[config.mk]
export PLATFORM = sky130hd
export DESIGN_NAME = aff_sum
export DESIGN_NICKNAME = d
export VERILOG_FILES = /design/src/hdl/assert_macros.svh /design/src/hdl/aff_pkg.sv /design/src/hdl/aff_sum.sv
export SDC_FILE = /design/constraint.sdc
export NUM_CORES = 2
export LEC_CHECK = 0
export BUFFER_PORTS_ARGS = -buffer_cell sky130_fd_sc_hd__buf_2
export CAP_MARGIN = 20
export CORE_MARGIN = 3
export CORE_UTILIZATION = 55
export DETAILED_ROUTE_END_ITERATION = 6
export HOLD_SLACK_MARGIN = 0.03
export PLACE_DENSITY = 0.77
export SLEW_MARGIN = 20
export SYNTH_ARGS = -nofsm -noshare
export SYNTH_HDL_FRONTEND = slang
export SYNTH_SLANG_ARGS = --single-unit
export TNS_END_PERCENT = 10
[constraint.sdc]
create_clock -name clk -period 31.7 [get_ports clk]
set_input_delay 3.17 -clock clk [delete_from_list [all_inputs] [get_ports clk]]
set_output_delay 3.17 -clock clk [all_outputs]
set_load 0.05 [all_outputs]
[src/hdl/assert_macros.svh]
// Assertion macros for the affine transform block
`ifndef ASSERT_MACROS_SVH
`define ASSERT_MACROS_SVH
`ifndef SYNTHESIS
// expr must hold at every edge out of reset (uses clk and rst of the module)
`define AFF_ASSERT(lbl, expr) \
  lbl: assert property (@(posedge clk) disable iff (rst) (expr)) \
    else $error("affine block assertion failed");
// ante at one edge implies cons at the next
`define AFF_ASSERT_NEXT(lbl, ante, cons) \
  lbl: assert property (@(posedge clk) disable iff (rst) (ante) |=> (cons)) \
    else $error("affine block assertion failed");
`else
`define AFF_ASSERT(lbl, expr)
`define AFF_ASSERT_NEXT(lbl, ante, cons)
`endif
`endif

[src/hdl/aff_pkg.sv]
// Shared types, register codes and arithmetic helpers for the affine transform
package aff_pkg;

  typedef enum logic [2:0] {
    REG_COEF_XX  = 3'd0,
    REG_COEF_XY  = 3'd1,
    REG_OFFSET_X = 3'd2,
    REG_COEF_YX  = 3'd3,
    REG_COEF_YY  = 3'd4,
    REG_OFFSET_Y = 3'd5
  } cfg_idx_t;

  localparam logic [31:0] COEF_ONE = 32'h0001_0000;
  localparam logic [30:0] SIZE_MAX = 31'h7FFF_FFFF;

  typedef struct packed {
    logic [31:0] xx;
    logic [31:0] xy;
    logic [31:0] ox;
    logic [31:0] yx;
    logic [31:0] yy;
    logic [31:0] oy;
  } coef_t;

  // corner coordinates: index 0 is left/top, 1 is right/bottom
  typedef struct packed {
    logic [31:0] x0;
    logic [31:0] y0;
    logic [31:0] x1;
    logic [31:0] y1;
    logic        ovf;
  } pts_t;

  // floored products, 48 bits signed each
  typedef struct packed {
    logic [47:0] xx0;
    logic [47:0] xx1;
    logic [47:0] xy0;
    logic [47:0] xy1;
    logic [47:0] yx0;
    logic [47:0] yx1;
    logic [47:0] yy0;
    logic [47:0] yy1;
    logic        ovf;
  } prod_t;

  typedef struct packed {
    logic [3:0][31:0] cx;
    logic [3:0][31:0] cy;
    logic             ovf;
  } corn_t;

  // floor(a*b / 2^16)
  function automatic logic [47:0] mul_q16(logic [31:0] a, logic [31:0] b);
    logic signed [63:0] p;
    p = 64'($signed(a)) * 64'($signed(b));
    return p[63:16];
  endfunction

  function automatic logic ovf32(logic [49:0] v);
    return (v[49:31] != {19{1'b0}}) && (v[49:31] != {19{1'b1}});
  endfunction

  function automatic logic [31:0] sat32(logic [49:0] v);
    if (!ovf32(v)) return v[31:0];
    else if (v[49]) return 32'h8000_0000;
    else return 32'h7FFF_FFFF;
  endfunction

  function automatic logic [31:0] smin(logic [31:0] a, logic [31:0] b);
    return ($signed(a) < $signed(b)) ? a : b;
  endfunction

  function automatic logic [31:0] smax(logic [31:0] a, logic [31:0] b);
    return ($signed(a) > $signed(b)) ? a : b;
  endfunction

endpackage

[src/hdl/aff_sum.sv]
// Sum stages: product pairs per corner, then offset and saturation
module aff_sum (
  input  logic           clk,
  input  logic           rst,
  input  aff_pkg::coef_t coef,
  input  logic           prod_valid,
  output logic           prod_ready,
  input  aff_pkg::prod_t prod,
  output logic           corn_valid,
  input  logic           corn_ready,
  output aff_pkg::corn_t corn
);

  // corner i uses x index i[1] and y index i[0]
  logic [3:0][48:0] part_x;
  logic [3:0][48:0] part_y;
  logic [3:0][48:0] part_x_next;
  logic [3:0][48:0] part_y_next;
  logic             part_ovf;
  logic             part_valid;
  logic             part_ready;
  logic [3:0][49:0] tot_x;
  logic [3:0][49:0] tot_y;
  aff_pkg::corn_t   corn_next;

  assign prod_ready = !part_valid || part_ready;
  assign part_ready = !corn_valid || corn_ready;

  always_comb begin
    part_x_next[0] = 49'($signed(prod.xx0)) + 49'($signed(prod.xy0));
    part_x_next[1] = 49'($signed(prod.xx0)) + 49'($signed(prod.xy1));
    part_x_next[2] = 49'($signed(prod.xx1)) + 49'($signed(prod.xy0));
    part_x_next[3] = 49'($signed(prod.xx1)) + 49'($signed(prod.xy1));
    part_y_next[0] = 49'($signed(prod.yx0)) + 49'($signed(prod.yy0));
    part_y_next[1] = 49'($signed(prod.yx0)) + 49'($signed(prod.yy1));
    part_y_next[2] = 49'($signed(prod.yx1)) + 49'($signed(prod.yy0));
    part_y_next[3] = 49'($signed(prod.yx1)) + 49'($signed(prod.yy1));
  end

  always_comb begin
    corn_next.ovf = part_ovf;
    for (int i = 0; i < 4; i++) begin
      tot_x[i] = 50'($signed(part_x[i])) + 50'($signed(coef.ox));
      tot_y[i] = 50'($signed(part_y[i])) + 50'($signed(coef.oy));
      corn_next.cx[i] = aff_pkg::sat32(tot_x[i]);
      corn_next.cy[i] = aff_pkg::sat32(tot_y[i]);
      corn_next.ovf = corn_next.ovf || aff_pkg::ovf32(tot_x[i]) ||
                      aff_pkg::ovf32(tot_y[i]);
    end
  end

  always_ff @(posedge clk) begin
    if (rst) begin
      part_valid <= 1'b0;
      corn_valid <= 1'b0;
    end else begin
      if (prod_ready) begin
        part_valid <= prod_valid;
      end
      if (part_ready) begin
        corn_valid <= part_valid;
      end
    end
  end

  always_ff @(posedge clk) begin
    if (prod_ready && prod_valid) begin
      part_x   <= part_x_next;
      part_y   <= part_y_next;
      part_ovf <= prod.ovf;
    end
    if (part_ready && part_valid) begin
      corn <= corn_next;
    end
  end

endmodule

==> flow_metrics.env <==
export IMPL_cts_root_buf="clkbuf_16"
export IMPL_peakVddDrop_v=0.0000519
export IMPL_syn_inst=6994
export IMPL_use_met2=0.621
export IMPL_crit_arrival_ns=9.11
export IMPL_num_io_pins=840
export IMPL_antenna_found_initial=82
export IMPL_synth_top_cell_by_area="edfxtp_1"
export IMPL_end_kind="register"
export IMPL_cpPeakStageDelay_ns=0.72
export IMPL_areaGrowthSynthToFinish_pct=12.2
export IMPL_synth_commonest_cells="ha_1 (776), a21oi_1 (718), edfxtp_1 (650), nor2_1 (463), o21ai_0 (447)"
export IMPL_cts_path_max_buffers=3
export IMPL_stdcell_count=9253
export IMPL_use_met3=0.0757
export IMPL_core_area_um2=115000
export IMPL_syn_area_per_cell_um2=9.08
export IMPL_powerDensity_nw_per_um2=54.6
export IMPL_slew_viol_final=0
export IMPL_cts_hold_buf=0
export IMPL_crit_path_top_delay_cell="nor4_1"
export IMPL_final_setup_skew_ns=0.0198
export IMPL_synth_cell_type_count=109
export IMPL_synth_most_common_cell="ha_1"
export IMPL_port_buffers=711
export IMPL_dp_cells=9054
export IMPL_cts_buffers=81
export IMPL_start_util=0.554
export IMPL_cts_resized=0
export IMPL_yosys_top_cells_area="edfxtp_1 (31%), ha_1 (15%), xnor2_1 (5.8%)"
export IMPL_grtUsageMet1=0.459
export IMPL_grt_pass1_wl_mm=341
export IMPL_path_max_fanout=72
export IMPL_fin_crit_ns=8.75
export IMPL_setup_violations=0
export IMPL_synth_area_um2=63500
export IMPL_drt_iter0_drc=5431
export IMPL_start_kind="input pin"
export IMPL_p_leak_uw=0.0304
export IMPL_violations="DRC"
export IMPL_wl_per_cell_um=24.9
export IMPL_drt_wl_total_mm=231
export IMPL_grt_max_degree=149
export IMPL_grt_usage=0.369
export IMPL_fin_tns_setup_ns=0
export IMPL_ys_async_sr_fraction=0
export IMPL_chipHeight_um=346
export IMPL_grt_setup_unrepaired="no"
export IMPL_ys_ff_latch=652
export IMPL_drtPass1Iterations=7
export IMPL_layout_nets=8998
export IMPL_critPathKind="in2reg"
export IMPL_avgViaCountPerCell=6.48
export IMPL_layout_drive_gt1_share=0.127
export IMPL_grt_overflow_total=0
export IMPL_fp_row_count=124
export IMPL_dieArea_um2=120000
export IMPL_report_power_total_uw=3890
export IMPL_routabilityCongestion=1.01
export IMPL_ant_nets=0
export IMPL_synth_seq_area_share=0.308
export IMPL_path_clk_slew_ns=0.06
export IMPL_critPathRequiredTime_ns=32.07
export IMPL_dpl_hpwl_mm=189
export IMPL_hold_violations=0
export IMPL_timing_final_crit_share=0.276
export IMPL_post_cts_buffers=0
export IMPL_slew_headroom=0.272
export IMPL_fp_dieW_um=346
export IMPL_drc=3
export IMPL_htreeDepth=3
export IMPL_fmax_ghz=0.114
export IMPL_drv_cap=0
export IMPL_top_usage_layer="met2"
export IMPL_hold_class="reg2reg"
export IMPL_netlist_area_leader_share=0.307
export IMPL_clk_latency_ns=0.68
export IMPL_grt_pass1_vias=57800
export IMPL_synth_edf_count=650
export IMPL_cp_cell_sequence="buf_2 -> buf_4 -> ha_1 -> a211oi_1 -> o21ai_0 -> or3_1 -> a2111oi_0 -> o21ai_1 -> a31oi_1 -> o21ai_1 -> and3_1 -> nor4b_1 -> nand4_1 -> nor4_1 -> o22ai_1 -> nor4_1 -> nand4b_1"
export IMPL_max_slew_worst_pin_slew_ns=1.09
export IMPL_run_status="finished, violations left"
export IMPL_yosysWarnings=0
export IMPL_syn_nets=8367
export IMPL_cts_sinks=652
export IMPL_cts_tree="yes"
export IMPL_via_count=59900
export IMPL_synthFlopType="edfxtp_1"
==> final timing paths <==
check / end / slack, ns / depth (start not counted) / start
worst min-delay path: corn_valid / 0.53 / 2 / part_valid
worst max register to register: corn[189] / 25.60 / 18 / part_x[49]
worst min register to register: corn_valid / 0.53 / 2 / part_valid
worst max-delay path: corn[0] / 22.95 / 17 / coef[31]
==> layout by cell type (no fill, tap or decap), types with 36 or more instances in the layout <==
master | synthesis | layout
or3_1 | 38 | 38
o21bai_1 | 103 | 103
a31oi_1 | 86 | 86
nand2b_1 | 123 | 123
o22ai_1 | 45 | 45
nand4_1 | 117 | 117
o21ai_1 | 79 | 79
xor2_1 | 233 | 233
nand2_1 | 408 | 408
nor4_1 | 36 | 36
o31ai_1 | 42 | 42
a21oi_1 | 718 | 718
o211ai_1 | 51 | 51
mux2i_1 | 38 | 37
and3_1 | 88 | 88
nor2b_1 | 95 | 94
o21ai_0 | 447 | 447
a21o_1 | 438 | 438
a211oi_1 | 95 | 95
buf_2 | 26 | 711
nor2_1 | 463 | 462
ha_1 | 776 | 776
clkbuf_16 | 0 | 81
edfxtp_1 | 650 | 650
inv_1 | 239 | 239
and2_1 | 56 | 54
o21a_1 | 126 | 126
nand3_1 | 153 | 152
nor3_1 | 111 | 111
xnor2_1 | 422 | 422
diode_2 | 0 | 51
==> through the flow <==
step / utilization / area, µm² / hold slack, ns / setup slack, ns
final: 0.622 / 71200 / 0.531 / 22.95
after global routing: 0.622 / 71200 / 0.571 / 22.67
after CTS: 0.621 / 71100 / 0.529 / 23.22
after detailed placement: 0.597 / 68400 / 0.520 / 22.52
after global placement: 0.597 / 68400 / 0.501 / 22.61
after floorplan: - / 63500 / 0.478 / 16.21
==> report_power, final <==
part / switching (µW) / internal, µW / total (µW)
clock network: 412 / 557 / 969
logic: 1120 / 643 / 1760
registers: 51.3 / 1110 / 1160
total: 1580 / 2310 / 3890
==> kinds of logic after synthesis <==
logic type	after synthesis	synth area share
xor gates and xnor gates	655	0.0904
DFF	652	0.308
muxes	49	0.00794
AOI/OAI and AO/OA	2566	0.261
adders and majority gates	792	0.158
buffers and inverters	431	0.0271
and+or+nand+nor	1849	0.147
==> per-layer routing <==
layer  vias to the layer above  share of wire
li1                      28000              -
met1                     28500           0.39
met2                      2844           0.47
met3                       524          0.095
met4                        48          0.046
met5                         -         0.0013
==> cell type report <==
type / instances / area [µm²]
clock inverters: 61 / 689
fillers: 9750 / 43300
well taps: 1512 / 1890
flip-flops and latches: 652 / 19600
clock buffers: 87 / 2050
multi-input cells: 5911 / 42300
repair buffers: 738 / 3770
diodes: 51 / 128
inverters: 241 / 905
==> worst max-delay path, delay by kind of cell <==
| family | cells | cell delay [ns] |
|---|---|---|
| AOI/OAI and AO/OA | 7 | 2.13 |
| adders and majority gates | 1 | 0.47 |
| buffers and inverters | 2 | 0.75 |
| and+or+nand+nor | 7 | 2.52 |
==> registers in the layout, summed over array words and instances, names as in the netlist <==
signal and flops:
corn 257, corn_valid 1, part_ovf 1, part_valid 1, part_x 196, part_y 196
Note: power is estimated with default switching activity, not from simulation.
