==> config.mk <==
export PLATFORM = sky130hd
export DESIGN_NAME = aff_corner
export DESIGN_NICKNAME = d
export VERILOG_FILES = /design/src/hdl/assert_macros.svh /design/src/hdl/aff_pkg.sv /design/src/hdl/aff_corner.sv
export SDC_FILE = /design/constraint.sdc
export NUM_CORES = 1
export LEC_CHECK = 0
export ABC_CLOCK_PERIOD_IN_PS = 4500
export BUFFER_PORTS_ARGS = -buffer_cell sky130_fd_sc_hd__buf_2
export CORE_ASPECT_RATIO = 0.6
export CORE_MARGIN = 4
export CORE_UTILIZATION = 50
export DETAILED_ROUTE_END_ITERATION = 8
export PLACE_DENSITY = 0.8
export SLEW_MARGIN = 10
export SYNTH_ARGS = -nofsm -noshare
export SYNTH_HDL_FRONTEND = slang
export SYNTH_SLANG_ARGS = --single-unit
export TNS_END_PERCENT = 50
==> constraint.sdc <==
create_clock -name clk -period 4.5 [get_ports clk]
set_input_delay 0.225 -clock clk [delete_from_list [all_inputs] [get_ports clk]]
set_output_delay 0.225 -clock clk [all_outputs]
set_load 0.01 [all_outputs]
==> src/hdl/assert_macros.svh <==
// Assertion macros for the affine transform block
`ifndef ASSERT_MACROS_SVH
`define ASSERT_MACROS_SVH
`ifndef SYNTHESIS
// expr must hold at every edge out of reset (uses clk and rst of the module)
`define AFF_ASSERT(lbl, expr) \
  lbl: assert property (@(posedge clk) disable iff (rst) (expr)) \
    else $error("affine block assertion failed");
// ante at one edge implies cons at the next
`define AFF_ASSERT_NEXT(lbl, ante, cons) \
  lbl: assert property (@(posedge clk) disable iff (rst) (ante) |=> (cons)) \
    else $error("affine block assertion failed");
`else
`define AFF_ASSERT(lbl, expr)
`define AFF_ASSERT_NEXT(lbl, ante, cons)
`endif
`endif

==> src/hdl/aff_pkg.sv <==
// Shared types, register codes and arithmetic helpers for the affine transform
package aff_pkg;

  typedef enum logic [2:0] {
    REG_COEF_XX  = 3'd0,
    REG_COEF_XY  = 3'd1,
    REG_OFFSET_X = 3'd2,
    REG_COEF_YX  = 3'd3,
    REG_COEF_YY  = 3'd4,
    REG_OFFSET_Y = 3'd5
  } cfg_idx_t;

  localparam logic [31:0] COEF_ONE = 32'h0001_0000;
  localparam logic [30:0] SIZE_MAX = 31'h7FFF_FFFF;

  typedef struct packed {
    logic [31:0] xx;
    logic [31:0] xy;
    logic [31:0] ox;
    logic [31:0] yx;
    logic [31:0] yy;
    logic [31:0] oy;
  } coef_t;

  // corner coordinates: index 0 is left/top, 1 is right/bottom
  typedef struct packed {
    logic [31:0] x0;
    logic [31:0] y0;
    logic [31:0] x1;
    logic [31:0] y1;
    logic        ovf;
  } pts_t;

  // floored products, 48 bits signed each
  typedef struct packed {
    logic [47:0] xx0;
    logic [47:0] xx1;
    logic [47:0] xy0;
    logic [47:0] xy1;
    logic [47:0] yx0;
    logic [47:0] yx1;
    logic [47:0] yy0;
    logic [47:0] yy1;
    logic        ovf;
  } prod_t;

  typedef struct packed {
    logic [3:0][31:0] cx;
    logic [3:0][31:0] cy;
    logic             ovf;
  } corn_t;

  // floor(a*b / 2^16)
  function automatic logic [47:0] mul_q16(logic [31:0] a, logic [31:0] b);
    logic signed [63:0] p;
    p = 64'($signed(a)) * 64'($signed(b));
    return p[63:16];
  endfunction

  function automatic logic ovf32(logic [49:0] v);
    return (v[49:31] != {19{1'b0}}) && (v[49:31] != {19{1'b1}});
  endfunction

  function automatic logic [31:0] sat32(logic [49:0] v);
    if (!ovf32(v)) return v[31:0];
    else if (v[49]) return 32'h8000_0000;
    else return 32'h7FFF_FFFF;
  endfunction

  function automatic logic [31:0] smin(logic [31:0] a, logic [31:0] b);
    return ($signed(a) < $signed(b)) ? a : b;
  endfunction

  function automatic logic [31:0] smax(logic [31:0] a, logic [31:0] b);
    return ($signed(a) > $signed(b)) ? a : b;
  endfunction

endpackage

==> src/hdl/aff_corner.sv <==
// Input stage: saturated right and bottom edges of a rectangle, or a point as both corners
module aff_corner (
  input  logic         clk,
  input  logic         rst,
  input  logic         in_valid,
  output logic         in_ready,
  input  logic         kind,
  input  logic [31:0]  left_x,
  input  logic [31:0]  top_y,
  input  logic [31:0]  rect_width,
  input  logic [31:0]  rect_height,
  output logic         pts_valid,
  input  logic         pts_ready,
  output aff_pkg::pts_t pts
);

  logic [49:0]   sum_x;
  logic [49:0]   sum_y;
  aff_pkg::pts_t pts_next;

  assign in_ready = !pts_valid || pts_ready;

  always_comb begin
    sum_x = 50'($signed(left_x)) + 50'($signed(rect_width));
    sum_y = 50'($signed(top_y)) + 50'($signed(rect_height));
    pts_next.x0 = left_x;
    pts_next.y0 = top_y;
    // a point is a rectangle with both corners the same
    if (kind) begin
      pts_next.x1  = aff_pkg::sat32(sum_x);
      pts_next.y1  = aff_pkg::sat32(sum_y);
      pts_next.ovf = aff_pkg::ovf32(sum_x) || aff_pkg::ovf32(sum_y);
    end else begin
      pts_next.x1  = left_x;
      pts_next.y1  = top_y;
      pts_next.ovf = 1'b0;
    end
  end

  always_ff @(posedge clk) begin
    if (rst) begin
      pts_valid <= 1'b0;
    end else if (in_ready) begin
      pts_valid <= in_valid;
    end
  end

  always_ff @(posedge clk) begin
    if (in_ready && in_valid) begin
      pts <= pts_next;
    end
  end

endmodule

==> metrics.yaml, run 1 <==
setup_viol: 0
slowest_delay_ps: 620
pwr-share-comb_pct: 28.8
netlist_instances: 821
ys_ff_latch: 130
outcome: "finished, final reports clean"
drt-met1-wl_um: 11600
cts-root-buf: "clkbuf_16"
wl_um: 25200
internal_power_w: 0.00284
placed_cell_area_um2: 10000
criticalPathCategory: "in2reg"
maxUsedRoutingLayer: "met5"
wl_met3_um: 2750
synth-warning-count: 0
nets: 1280
swShare_pct: 31.3
cp.arrival_ps: 4240
p_seq_share_pct: 36.5
io_buffers: 263
grt_setup_unrepaired: "false"
grt_overflow_total: 0
crit_chain: "buf_2, ha_1, a2111oi_0, o21ai_1, a21oi_2, a31oi_2, a31oi_4, o311ai_1, o2111ai_1, and3_1, xnor2_1, ha_1, inv_1, a21oi_2, a21oi_1, a21oi_1"
cp-start-kind: "primary input"
synthToLayoutAreaGrowth_pct: 25.3
synth-main-ff-cell: "edfxtp_1"
slowest_stage: "a21oi_2"
hold_slack_ps: 20.3
drive_above_1_share_pct: 29.9
via_count: 7777
max_slew_margin_pct: 44.2
ys_types: 70
first_iter_violations: 745
cts_buffers: 17
drc: 0
power_density_nw_per_um2: 388
grt_max_degree: 64
io_pins: 264
via_per_inst: 5.89
drt_first_pass_iters: 5
clkPwrFrac_pct: 34.7
antenna_cells: 0
antenna_found_initial: 1
start_util_pct: 51.7
ys_async_sr_fraction_pct: 0
grtUsageTotal_pct: 25.5
cp_top_family: "compound AO/OA/AOI/OAI gates"
synth_area_per_cell_um2: 10.3
tns_ps: 0
post_cts_resized: 0
rows: 36
max-vdd-ir-drop_uv: 202
finalCritPeriodShare_pct: 88.3
netlist_area_um2: 8490
stdcell_area_um2: 10600
htree_levels: 4
tightest_slew_ps: 837
gp_congestion: 0.967
seq_area_frac_synth_pct: 45.8
fp.dieW_um: 176
grt_pass1_vias: 7078
p_switching_w: 0.00129
wl_met2_um: 10700
post_cts_buffers: 0
cp.required_ps: 4770
numClockSinks: 130
hpwl_um: 19100
core_area_um2: 16400
dp_cells: 1287
grt_pass1_wl_um: 38600
fin_crit_ps: 3970
clock_latency_ps: 410
postRouteAntennaNets: 0
maxSlewViolCount: 0
end_kind: "flip-flop"
fmax_mhz: 252
drv_cap: 0
cts_buffer_depth: 2
clock_skew_ps: 7.05
die_area_um2: 19200
clkSlewWorstSetupHoldPaths_ps: 70
power.leakage_nw: 4.74
cts_tree: "yes"
fp.dieH_um: 109
hold_viol: 0
instances_no_fill: 1320
synth_edf_count: 129
hold_path.class: "in2reg"
syn_nets: 1022
crit_fanout: 14
wl_per_cell_um: 19.1
path_buf_inv: 2
## power groups by stage
stage,Sequential (W),Combinational [W],Clock (W)
floorplan,0.00160,0.000708,0
global placement,0.00153,0.00114,0
detailed placement,0.00153,0.00116,0
CTS,0.00151,0.00117,0.00145
global route,0.00152,0.00130,0.00151
finish,0.00151,0.00119,0.00143
## state kept, by name, indices dropped and copies added, names as in the netlist
| signal | cells |
|---|---|
| pts | 129 |
| pts_valid | 1 |
## layout by cell type, fill, tap and decap left out, types with 19 or more instances in the layout
cell type  count
nor2_1        50
xor2_1        19
a21oi_1      100
o22ai_1       30
buf_2        263
nand2_1       40
a21o_1        37
xnor2_1       33
o21ai_0       38
inv_1         56
ha_1          66
edfxtp_1     129
## layer usage
metal	global-route usage [%]	vias to the layer above
met5	0	-
met4	5.28	2
met2	36.9	425
li1	-	3643
met1	38.8	3686
met3	6.44	21
## cells by family after synthesis
kind of cell / after synthesis / synth area share, %
AO/OA/AOI/OAI: 313 / 24.5
AND/OR/NAND/NOR: 160 / 9.03
flip-flops: 130 / 45.8
buffers and inverters: 92 / 4.27
adder cells (fa/ha/maj): 68 / 10.2
XOR/XNOR: 53 / 5.55
multiplexers: 5 / 0.604
## Yosys cell counts, types with 3 or more instances
master     instances  area (um2)
a2111oi_0          3        26.3
a211o_1            3        26.3
a211oi_1           9        67.6
a21boi_0           3        22.5
a21o_1            37         278
a21oi_1          100         500
a21oi_2            4        35.0
a31oi_1           13        81.3
a41oi_1            4        35.0
and2_1             6        37.5
and3_1             9        56.3
and4_1             3        26.3
buf_2             14        70.1
clkbuf_1          22        82.6
edfxtp_1         129        3870
ha_1              66         826
inv_1             56         210
mux2i_1            4        40.0
nand2_1           40         150
nand2b_1          11        68.8
nand3_1           14        70.1
nand4_1            4        25.0
nor2_1            50         188
nor2b_1            4        25.0
nor3_1             6        30.0
o211ai_1          12        90.1
o21a_1            10        75.1
o21ai_0           38         190
o21bai_1           4        30.0
o22a_1             6        52.6
o22ai_1           30         188
o31a_1             3        26.3
o31ai_1            4        30.0
or3_1              7        43.8
xnor2_1           33         289
xor2_1            19         166
## stage by stage
| step | setup slack, ps | power, W | utilization (%) |
|---|---|---|---|
| after floorplan | 507 | 0.00231 | - |
| after global placement | 361 | 0.00268 | 61.0 |
| after detailed placement | 220 | 0.00269 | 61.0 |
| after CTS | 590 | 0.00413 | 64.7 |
| after global routing | 155 | 0.00433 | 64.7 |
| final | 528 | 0.00413 | 64.7 |
## area by class of cell
cell class                      instances  area (um2)
Clock buffer                           20         447
Sequential cell                       130        3890
Multi-Input combinational cell        599        4240
Tap cell                              228         285
Fill cell                            1300        5800
Timing Repair Buffer                  275        1410
Clock inverter                         12         160
Inverter                               56         210
## path summary, 6_finish.rpt
kind              depth (start not counted)         to      start  slack (ps)
hold reg to reg                           2  pts_valid  pts_valid         540
hold / removal                            1    pts[77]  top_y[12]          20
setup / recovery                         16     pts[7]   top_y[6]         530
setup reg to reg                          3   pts[111]  pts_valid        2480
## repair_timing
| action | in CTS | in global routing |
|---|---|---|
| hold buffers | 1 | 0 |
| setup endpoints to repair | 0 | 0 |
| hold endpoints to repair | 1 | 0 |
Note: power is estimated with default switching activity, not from simulation.
==> inputs of run 2 (changes only) <==
- PLACE_DENSITY: 0.8 -> 0.78
- REMOVE_ABC_BUFFERS: default -> 1
==> run 2 against run 1 <==
Register-to-register slack gained 60 ps. Combinational power hardly changed. Final area grew 0.27%. Clock power about the same. Sequential share of layout area decreased by 0.099 points. Total power up 0.16%. Clock-buffer cell count decreased by 2. Worst setup slack got worse by 110 ps. Die area did not move. Cell count grew 0.15%. Hold slack worse by 5.1 ps. Critical path type unchanged. Largest cell class unchanged. Highest routed layer unchanged.
==> metrics.yaml, run 2 (synthesis results as in run 1) <==
core_area_um2: 16400
start_util_pct: 51.7
dpl_worst_slack_ps: 173
grt_pass1_vias: 7160
outcome: "finished, final reports clean"
fin_crit_ps: 4080
reg_top3: "pts x129, pts_valid x1"
via_per_inst: 5.82
cp.arrival_ps: 4330
grt_setup_unrepaired: "false"
max_slew_margin_pct: 39.2
largest_register: "pts"
grt_overflow_total: 0
fmax_mhz: 245
hold_viol: 0
fp.dieW_um: 176
io_buffers: 263
numClockSinks: 130
setup_viol: 0
clock_skew_ps: 6.32
nets: 1282
criticalPathCategory: "in2reg"
cts_tree: "yes"
gp_congestion: 1.00
via_count: 7696
grt_max_degree: 71
antenna_found_initial: 1
fp.dieH_um: 109
wl_um: 25800
drt_first_pass_iters: 6
clkSlewWorstSetupHoldPaths_ps: 60
end_kind: "flip-flop"
hold_path.class: "in2reg"
cp.required_ps: 4750
max-vdd-ir-drop_uv: 217
largest_reg_flops: 129
htree_levels: 4
drv_cap: 0
drive_above_1_share_pct: 29.9
fin_ws_ps: 422
layout_commonest_cell: "buf_2"
tightest_slew_ps: 912
cp-start-kind: "primary input"
postRouteAntennaNets: 0
cts_buffers: 17
power.leakage_nw: 4.77
crit_fanout: 14
hpwl_um: 19300
antenna_cells: 0
fillerInstances: 1332
first_iter_violations: 707
cts_buffer_depth: 2
power_density_nw_per_um2: 388
finalCritPeriodShare_pct: 90.6
cts-root-buf: "clkbuf_16"
final_cell_mix: "buf_2 (262), edfxtp_1 (129), a21oi_1 (100), ha_1 (66), inv_1 (56)"
die_area_um2: 19200
io_pins: 264
drc: 0
placed_cell_area_um2: 10100
stdcell_area_um2: 10700
grtUsageTotal_pct: 26.2
clock_latency_ps: 410
tns_ps: 0
wl_per_cell_um: 19.5
rows: 36
synthToLayoutAreaGrowth_pct: 25.7
grt_pass1_wl_um: 39400
final_core_util_pct: 64.9
post_cts_buffers: 0
maxSlewViolCount: 0
run 2: cell types whose count changed in the layout (fill, tap and decap cells not counted), moves of 2 or more:
cell and delta:
buf_12 +2, clkinv_1 +2, clkinv_2 +2, clkinvlp_4 -3
run 2: what timing repair did:
item                      CTS  global route
hold endpoints to repair    1             0
gates resized for setup     0             0
hold buffers                1             0
run 2: final timing paths:
path	slack [ps]	to	depth (start not counted)	start
worst min register to register	520	pts_valid	2	pts_valid
worst max-delay path	420	pts[2]	16	top_y[3]
worst min-delay path	20	pts[127]	1	left_x[30]
worst max register to register	2540	pts[109]	3	pts_valid
run 2: power by group:
part	switching (W)	internal (W)	total, W
sequential	0.0000284	0.00148	0.00151
combinational	0.000731	0.000478	0.00121
clock	0.000553	0.000869	0.00142
total	0.00131	0.00283	0.00414
run 2: final cells by class:
type	instances	area, um2	share of cell area [%]
multi-input cells	599	4240	39.7
clock inverters	14	164	1.54
flip-flops and latches	130	3890	36.5
well taps	228	285	2.67
inverters	56	210	1.97
clock buffers	18	429	4.02
repair buffers	277	1450	13.6
run 2: worst max-delay path: stages:
cell and delay [ps]:
buf_2 120, ha_1 360, o21ai_0 140, o21ai_1 330, a21oi_2 160, a31oi_2 400
a31oi_4 150, o311ai_1 530, o2111ai_1 160, and3_1 240, xnor2_1 130, ha_1 300
inv_1 90, a21oi_2 670, o21ai_0 200, o21ai_0 110
run 2: stage by stage:
stage / hold WS [ps] / std cells / power (W)
after floorplan: 294 / 785 / 0.00228
after detailed placement: 382 / 1289 / 0.00271
after global routing: 4.33 / 1322 / 0.00432
after global placement: 382 / 1289 / 0.00269
final: 15.2 / 1322 / 0.00414
after CTS: 3.91 / 1322 / 0.00413
run 2: metal layers:
layer	up-vias	track usage (%)	part of all wire [%]
met4	2	5.12	0.89
met5	-	0	0.050
met2	435	36.6	41
met1	3597	41.0	48
met3	20	6.79	10
li1	3642	-	-
==> inputs of run 3 (changes only) <==
- CTS_BUF_LIST: default -> sky130_fd_sc_hd__clkbuf_4 sky130_fd_sc_hd__clkbuf_8 sky130_fd_sc_hd__clkbuf_16
==> run 3 against run 2 <==
Cell count did not move. Clock skew is 3.2 ps higher. Hold slack got worse by 1.7 ps. Sequential power about the same. Final area hardly changed. Via count shrank 0.21%. Register-to-register slack is essentially flat. Critical path depth is the same. First-iteration DRC count grew 3.7%. Non-clock buffer count stayed put. Critical path type unchanged.
==> metrics.yaml, run 3 (synthesis results as in run 1) <==
cp_top_family: "compound AO/OA/AOI/OAI gates"
largest_reg_flops: 129
crit_fanout: 14
grt_pass1_vias: 7166
clock_latency_ps: 420
grt_overflow_total: 0
drt_first_pass_iters: 5
min_from: "top_y[26]"
end_kind: "flip-flop"
multi_input_area_um2: 4240
r2r_setup_slack_ps: 2540
max-vdd-ir-drop_uv: 217
slowest_delay_ps: 690
die_area_um2: 19200
drc: 0
drv_cap: 0
slowest_stage: "a21oi_2"
tightest_slew_ps: 929
gp_congestion: 1.00
antenna_found_initial: 1
largest_register: "pts"
cts_buffer_depth: 2
min_delay_worst_endpoint: "pts[91]"
post_cts_resized: 0
antenna_cells: 0
fin_crit_ps: 4090
cp.arrival_ps: 4340
hpwl_um: 19300
clock_skew_ps: 9.52
fillerInstances: 1328
final_cell_mix: "buf_2 (262), edfxtp_1 (129), a21oi_1 (100), ha_1 (66), inv_1 (56)"
r2r-end: "pts[109]"
max_slew_margin_pct: 38.1
power_density_nw_per_um2: 388
via_per_inst: 5.81
wl_um: 25800
grtUsageTotal_pct: 26.3
postRouteAntennaNets: 0
numClockSinks: 130
nets: 1282
drive_above_1_share_pct: 30.0
hold_viol: 0
htree_levels: 4
grt_max_degree: 71
io_pins: 264
fmax_mhz: 245
cp-start-kind: "primary input"
grt_setup_unrepaired: "false"
first_iter_violations: 733
fp.dieW_um: 176
layout_commonest_cell: "buf_2"
outcome: "finished, final reports clean"
seq_area_um2: 3890
grt_pass1_wl_um: 39400
path_common_cell: "o21ai_0"
rows: 36
start_util_pct: 51.7
io_buffers: 263
criticalPathCategory: "in2reg"
setup_viol: 0
wl_per_cell_um: 19.5
tns_ps: 0
reg_top3: "pts x129, pts_valid x1"
cp.required_ps: 4760
via_count: 7680
maxSlewViolCount: 0
crit_chain: "buf_2, ha_1, o21ai_0, o21ai_1, a21oi_2, a31oi_2, a31oi_4, o311ai_1, o2111ai_1, and3_1, xnor2_1, ha_1, inv_1, a21oi_2, o21ai_0, o21ai_0"
r2r_start: "pts_valid"
power.leakage_nw: 4.77
whs_path_depth: 1
cts_tree: "yes"
clkSlewWorstSetupHoldPaths_ps: 70
fin_ws_ps: 411
r2r_cells: 3
cts_buffers: 17
finalCritPeriodShare_pct: 90.9
fp.dieH_um: 109
core_area_um2: 16400
cts-root-buf: "clkbuf_16"
hold_path.class: "in2reg"
path_buf_inv: 2
synthToLayoutAreaGrowth_pct: 25.7
dpl_worst_slack_ps: 173
[run 3: cell type report]
type | instances | share of cell area [%]
Clock inverter | 14 | 1.54
Timing Repair Buffer | 277 | 13.6
Tap cell | 228 | 2.67
Clock buffer | 18 | 4.05
Sequential cell | 130 | 36.5
Multi-Input combinational cell | 599 | 39.7
Inverter | 56 | 1.97
[run 3: per-layer routing]
metal  global-route usage [%]  wire [um]  vias up
met3                     6.79       2820       23
met2                     36.6      10600      434
met5                        0         13        -
met4                     5.12        258        2
li1                         -          -     3639
met1                     41.0      12200     3582
[run 3: what timing repair did]
action	in CTS	in global routing
hold buffers	1	0
endpoints found under the hold margin	1	0
buffers inserted	0	0
[run 3: how the worst max path moves through the flow]
| stage | start | to | slack, ps | depth (start not counted) |
|---|---|---|---|---|
| 3_5_place_dp | top_y[3] | pts[2] | 170 | 16 |
| 4_1_cts | top_y[3] | pts[2] | 580 | 16 |
| 5_1_grt | top_y[6] | pts[2] | 120 | 16 |
| 3_3_place_gp | top_y[2] | pts[2] | 300 | 16 |
| 2_1_floorplan | pts_valid | pts[0] | 510 | 2 |
| 6_report | top_y[3] | pts[2] | 410 | 16 |
[run 3: per-stage QoR]
step | std cells | hold WS [ps] | utilization, % | instance area [um2] | total power [W]
final | 1322 | 13.6 | 64.9 | 10700 | 0.00414
after global routing | 1322 | 4.33 | 64.9 | 10700 | 0.00433
after CTS | 1322 | 3.91 | 64.9 | 10700 | 0.00413
after detailed placement | 1289 | 382 | 61.3 | 10100 | 0.00271
after global placement | 1289 | 382 | 61.3 | 10100 | 0.00269
after floorplan | 785 | 294 | - | 8340 | 0.00228
[run 3: worst register-to-register path, cell delays in order (launching register included)]
cell and delay, ps:
dfxtp_1 300, nand2b_1 100, and2_4 550, buf_4 590
[run 3: power by group]
group / switching [W] / internal, W / total (W)
Clock: 0.000552 / 0.000875 / 0.00143
Combinational: 0.000730 / 0.000478 / 0.00121
Sequential: 0.0000286 / 0.00148 / 0.00151
